## config.mk

```make
export PLATFORM = sky130hd
export DESIGN_NAME = ccde_ctrl
export DESIGN_NICKNAME = d
export VERILOG_FILES = /design/src/rtl/core/ccde_pkg.sv /design/src/rtl/core/ccde_ctrl.sv
export SDC_FILE = /design/constraint.sdc
export NUM_CORES = 1
export LEC_CHECK = 0
export ABC_AREA = 0
export BUFFER_PORTS_ARGS = -buffer_cell sky130_fd_sc_hd__buf_2
export CORE_AREA = 2 2 39 41
export DETAILED_ROUTE_END_ITERATION = 6
export DIE_AREA = 0 0 41 43
export SYNTH_ARGS = -nofsm -noshare
export SYNTH_HDL_FRONTEND = slang
export SYNTH_SLANG_ARGS = --single-unit
```

## constraint.sdc

```tcl
create_clock -name aclk -period 0.84 [get_ports aclk]
set_input_delay 0.084 -clock aclk [delete_from_list [all_inputs] [get_ports aclk]]
set_output_delay 0.084 -clock aclk [all_outputs]
set_load 0.005 [all_outputs]
```

## src/rtl/core/ccde_pkg.sv

```systemverilog
// Shared types and constants for the character canvas draw engine.
package ccde_pkg;

    localparam int MAX_ROWS_DEF = 256;
    localparam int MAX_COLS_DEF = 256;
    localparam int CFG_W        = 9;
    localparam int COORD_W      = 11;
    localparam int RAD_W        = 10;
    localparam int GLYPH_W      = 8;
    localparam logic [7:0] SPACE_CODE = 8'd32;
    localparam logic [CFG_W-1:0] HEIGHT_RST = 9'd32;
    localparam logic [CFG_W-1:0] WIDTH_RST  = 9'd64;

    typedef enum logic [2:0] {
        KIND_CLEAR = 3'd0,
        KIND_POINT = 3'd1,
        KIND_LINE  = 3'd2,
        KIND_RECT  = 3'd3,
        KIND_FILL  = 3'd4,
        KIND_RING  = 3'd5,
        KIND_DISC  = 3'd6,
        KIND_READ  = 3'd7
    } kind_t;

    typedef enum logic [0:0] {
        CFG_HEIGHT = 1'b0,
        CFG_WIDTH  = 1'b1
    } cfg_idx_t;

    // controller -> datapath
    typedef struct packed {
        logic load;      // capture the request
        logic init_pt;   // start walk at (row_a,col_a) or scan/sweep origin
        logic step;      // advance walk one cell, write if hit
        logic rd_issue;  // issue the read-back address
        logic clr_mode;  // sweep whole store (reset clearing pass)
    } dp_cmd_t;

    // datapath -> controller
    typedef struct packed {
        logic done;      // walk reached its last cell this step
        kind_t kind;
    } dp_sts_t;

endpackage

```

## src/rtl/core/ccde_ctrl.sv

```systemverilog
// Controller: sequences clearing pass, command walks and result output.
module ccde_ctrl (
    input  logic              aclk,
    input  logic              aresetn,
    input  logic              s_valid,
    output logic              s_ready,
    output logic              m_valid,
    input  logic              m_ready,
    output logic              m_is_read,
    output ccde_pkg::dp_cmd_t cmd,
    input  ccde_pkg::dp_sts_t sts
);
    import ccde_pkg::*;

    typedef enum logic [2:0] {
        ST_CLR_INIT, ST_CLR, ST_IDLE, ST_INIT, ST_WALK, ST_RD, ST_RD2
    } state_t;

    state_t state_reg;
    logic   m_valid_reg, is_read_reg;

    assign s_ready   = state_reg == ST_IDLE && !m_valid_reg;
    assign m_valid   = m_valid_reg;
    assign m_is_read = is_read_reg;

    always_comb begin
        cmd = '0;
        cmd.load     = s_valid && s_ready;
        cmd.clr_mode = state_reg == ST_CLR_INIT || state_reg == ST_CLR;
        cmd.init_pt  = state_reg == ST_CLR_INIT || state_reg == ST_INIT;
        cmd.step     = state_reg == ST_CLR || state_reg == ST_WALK;
        cmd.rd_issue = state_reg == ST_RD;
    end

    always_ff @(posedge aclk) begin
        if (!aresetn) begin
            state_reg   <= ST_CLR_INIT;
            m_valid_reg <= 1'b0;
            is_read_reg <= 1'b0;
        end else begin
            if (m_valid_reg && m_ready) m_valid_reg <= 1'b0;
            unique case (state_reg)
                ST_CLR_INIT: state_reg <= ST_CLR;
                ST_CLR:  if (sts.done) state_reg <= ST_IDLE;
                ST_IDLE: if (s_valid && s_ready) state_reg <= ST_INIT;
                ST_INIT: state_reg <= (sts.kind == KIND_READ) ? ST_RD : ST_WALK;
                ST_WALK: if (sts.done) begin
                    state_reg   <= ST_IDLE;
                    m_valid_reg <= 1'b1;
                    is_read_reg <= 1'b0;
                end
                ST_RD:  state_reg <= ST_RD2;
                ST_RD2: begin
                    state_reg   <= ST_IDLE;
                    m_valid_reg <= 1'b1;
                    is_read_reg <= 1'b1;
                end
                default: state_reg <= ST_IDLE;
            endcase
        end
    end

endmodule

```

Word-level counts from Yosys, hierarchy flattened
Index checks and enable logic that the tools add are counted.
{ "totals": {"regBits": 5, "wordCells": 34, "ram_bits": 0, "n_memories": 0, "inputBits": 8, "rom_bits": 0, "latch_bits": 0} }
{ "classes": {"n_eq_ne": 10, "n_shift": 0, "add_sub_neg": 0, "n_bitwise": 0, "reduce_logical": 12, "n_mux": 9, "div": 0, "multipliers": 0, "magnitude_cmp": 0} }
{ "op_table": {"columns": ["cell", "count"], "rows": [
  ["$pmux 3 s5", 1],
  ["$eq 3x3->1 const B", 4],
  ["$eq 3x2->1 const B", 2],
  ["$mux 3", 2],
  ["$mux 1", 4],
  ["$ne 2x2->1 const B", 2],
  ["$pmux 1 s2", 2],
  ["$reduce_and 2->1", 2],
  ["$eq 3x1->1 const B", 1],
  ["$logic_and 1x1->1", 3],
  ["$logic_not 3->1", 1],
  ["$logic_or 1x1->1", 3],
  ["$ne 2x1->1 const B", 1],
  ["$reduce_bool 2->1", 1],
  ["$reduce_or 2->1", 1],
  ["$logic_not 1->1", 1]
]} }

Depth between registers and ports, before layout
{ "depth": {"ltp_word": 5, "depth_mapped": 4, "depth_no_buf": 3} }

Least setup slack after synthesis
OpenSTA, ideal clock, no wires.
{ "synth_path": {"kind": "register -> output", "from": "register state_reg[0]", "to": "output port cmd[4] in the netlist's numbering", "arrival_ns": 0.861, "required_time_ns": 0.756, "path_stages_with_launch": 5, "setup_slack_ns": -0.105, "cell_sequence": "dfxtp_1 > buf_4 > nand2b_4 > nor3_2 > and2_1"} }
{ "synth_rtl": {"columns": ["element", "line", "source"], "rows": [
  ["start, declared", "ccde_ctrl.sv:19", "state_t state_reg;"],
  ["start signal, assigned", "ccde_ctrl.sv:46", "ST_INIT: state_reg <= (sts.kind == KIND_READ) ? ST_RD : ST_WALK;"],
  ["end, declared", "ccde_ctrl.sv:10", "output ccde_pkg::dp_cmd_t cmd,"]
]} }

==> impl_metrics.env <==
export IMPL_drive_gt1_share_pct=73.1
export IMPL_grt_usage_pct=10.2
export IMPL_whs_path_depth=3
export IMPL_syn_area_um2=333
export IMPL_grt_antenna_before_repair=0
export IMPL_setup_viol=11
export IMPL_setup_tns_ps=-2310
export IMPL_overflow=0
export IMPL_totalWireLength_um=826
export IMPL_worst_ep_required_time_ps=760
export IMPL_diodes=0
export IMPL_period_share_pct=138
export IMPL_worstSetupStartpointType="flip-flop"
export IMPL_ys_flop_type="dfxtp_1"
export IMPL_p_sw_share_pct=28.8
export IMPL_hold_worst_slack_ps=96.5
export IMPL_viasPerCell=4.29
export IMPL_p_int_mw=0.621
export IMPL_nets=76
export IMPL_die_w_um=41
export IMPL_root_buffer="clkbuf_4"
export IMPL_fin_util_pct=43.4
export IMPL_rsz0062_at_grt="true"
export IMPL_yosysTopAreaCell="dfxtp_1"
export IMPL_place_hpwl_um=527
export IMPL_synth_top_area_share_pct=30.1
export IMPL_wl_per_cell_um=9.95
export IMPL_fillers=148
export IMPL_synth_nets=46
export IMPL_start_util_pct=24.1
export IMPL_cts_htree_levels=1
export IMPL_syn_to_final_growth_pct=80.5
export IMPL_seqPwrFrac_pct=31.5
export IMPL_finalPower_mw=0.871
export IMPL_post_route_drc_count=0
export IMPL_tightest_slew_ps=187
export IMPL_ys_seq_area_share_pct=30.1
export IMPL_clkSlewWorstSetupHoldPaths_ps=40
export IMPL_power_frac_clock_pct=33.0
export IMPL_dp_slack_ps=-94.2
export IMPL_finClkSkew_ps=6.58
export IMPL_worstSetupPathType="flip-flop to output port"
export IMPL_hold_path_class="input port to flip-flop"
export IMPL_insertion_delay_ps=250
export IMPL_cts_buffers_inserted=3
export IMPL_cp_max_fo=3
export IMPL_coreArea_um2=1380
export IMPL_clk_path_buf_depth=2
export IMPL_async_flop_share_pct=0
export IMPL_report_final_slew_viol_count=0
export IMPL_synth_edf_count=0
export IMPL_yosys_top_cells_area="dfxtp_1 30%, a21oi_1 6.0%, xor2_1 5.3%"
export IMPL_grt_pass1_wl_um=1150
export IMPL_drt_iter0_drc=0
export IMPL_power_per_cell_area_nw_per_um2=1450
export IMPL_io_pins=16
export IMPL_yosysMostFrequentCell="dfxtp_1"
export IMPL_vias=356
export IMPL_reg2regPathDepth=6
export IMPL_synth_seq_cells=5
export IMPL_cp_end_kind="output port"
export IMPL_placed_cells=74
export IMPL_drv_cap=0
export IMPL_max_freq_mhz=862
export IMPL_rows=14
export IMPL_port_buffers=15
export IMPL_max_slew_margin_rel_pct=87.5
export IMPL_largest_reg_flops=3
export IMPL_gp_congestion=0.715
export IMPL_ys_types=24
export IMPL_ir_worst_vdd_mv=0.886
export IMPL_die_area_um2=1760
export IMPL_grt_pass1_vias=301
export IMPL_power_switching_mw=0.251
export IMPL_instances_no_fill=83
export IMPL_postLayoutCellArea_um2=601
export IMPL_ant_nets=0
export IMPL_first_pass_iters=1
export IMPL_post_route_min_period_ps=1160
export IMPL_synth_cells=38
export IMPL_ys_top_cells_by_count="5 x dfxtp_1, 4 x a21oi_1, 4 x nor2_1"
export IMPL_holdBufCountCts=0
export IMPL_fp_dieH_um=43
export IMPL_dpl_cell_area_um2=475
export IMPL_outcome="finished with violations"
export IMPL_avgSynthCellArea_um2=8.76
export IMPL_p_leak_nw=0.275
export IMPL_setup_ws_ps=-321
export IMPL_hold_viol=0
export IMPL_violations="setup timing"
export IMPL_cts_tree="yes"
export IMPL_arrival_ps=1080
export IMPL_cts_sinks=5
export IMPL_yosysWarnings=0
export IMPL_grt_max_degree=8
export IMPL_p_comb_share_pct=35.5
cells in the final DEF, fill, tap and decap left out:
cell and instances:
a21bo_2 1, a21oi_1 2, a21oi_2 2, a31oi_1 1
a41oi_2 1, and2_1 1, and2b_2 1, and3b_2 1
buf_2 15, buf_4 6, buf_6 7, clkbuf_1 1
clkbuf_4 3, dfxtp_1 1, dfxtp_2 2, dfxtp_4 2
inv_1 2, nand2_1 2, nand2b_1 1, nand2b_4 1
nor2_1 4, nor2b_4 1, nor3_4 1, nor3b_1 1
nor4_2 1, o21ai_2 3, xnor2_2 1, xor2_1 2
final timing paths:
| kind | start | end | slack, ps |
|---|---|---|---|
| hold / removal | m_ready | m_valid$_SDFF_PN0_ | 100 |
| setup reg to reg | state_reg[1]$_SDFFE_PN0P_ | state_reg[0]$_SDFFE_PN0P_ | -260 |
| setup / recovery | state_reg[2]$_SDFFE_PN0P_ | cmd[4] | -320 |
| hold reg to reg | m_valid$_SDFF_PN0_ | m_valid$_SDFF_PN0_ | 510 |
critical path: stages (launching register included):
cell	delay, ps
dfxtp_2	330
buf_6	120
nor3_4	160
and2_1	130
buf_2	100
timing repair:
item                                    in CTS  in global routing
cloned                                       0                  0
endpoints found under the setup margin      12                 12
resized for setup                           11                  9
pin swaps                                    4                  5
setup buffers                                4                  1
hold endpoints to repair                     0                  0
area by class of cell:
cell class / instances / area (um2) / area share [%]
inverters: 2 / 7.51 / 1.25
flip-flops and latches: 5 / 110 / 18.3
well taps: 16 / 20.0 / 3.33
multi-input cells: 28 / 238 / 39.6
clock buffers: 4 / 26.3 / 4.38
repair buffers: 28 / 199 / 33.1
kinds of logic after synthesis:
kind of cell    Yosys count  synth area share (%)
simple gates             15                  31.2
compound gates           10                  21.4
flops                     5                  30.1
xor+xnor                  3                  7.90
buf+inv                   5                  9.40
power by group through the flow:
stage / Combinational, mW / Clock (mW) / Sequential (mW)
6_report: 0.309 / 0.287 / 0.274
5_1_grt: 0.337 / 0.313 / 0.276
4_1_cts: 0.277 / 0.294 / 0.274
3_5_place_dp: 0.229 / 0 / 0.277
3_3_place_gp: 0.227 / 0 / 0.276
2_1_floorplan: 0.148 / 0 / 0.269
layer usage:
metal	GRT usage, %	up-vias	wire, um
li1	-	184	-
met1	11.0	160	296
met2	15.3	12	458
met3	9.42	0	72
met4	0	0	0
met5	0	-	0
No activity file was read; power rests on OpenSTA's default activity.
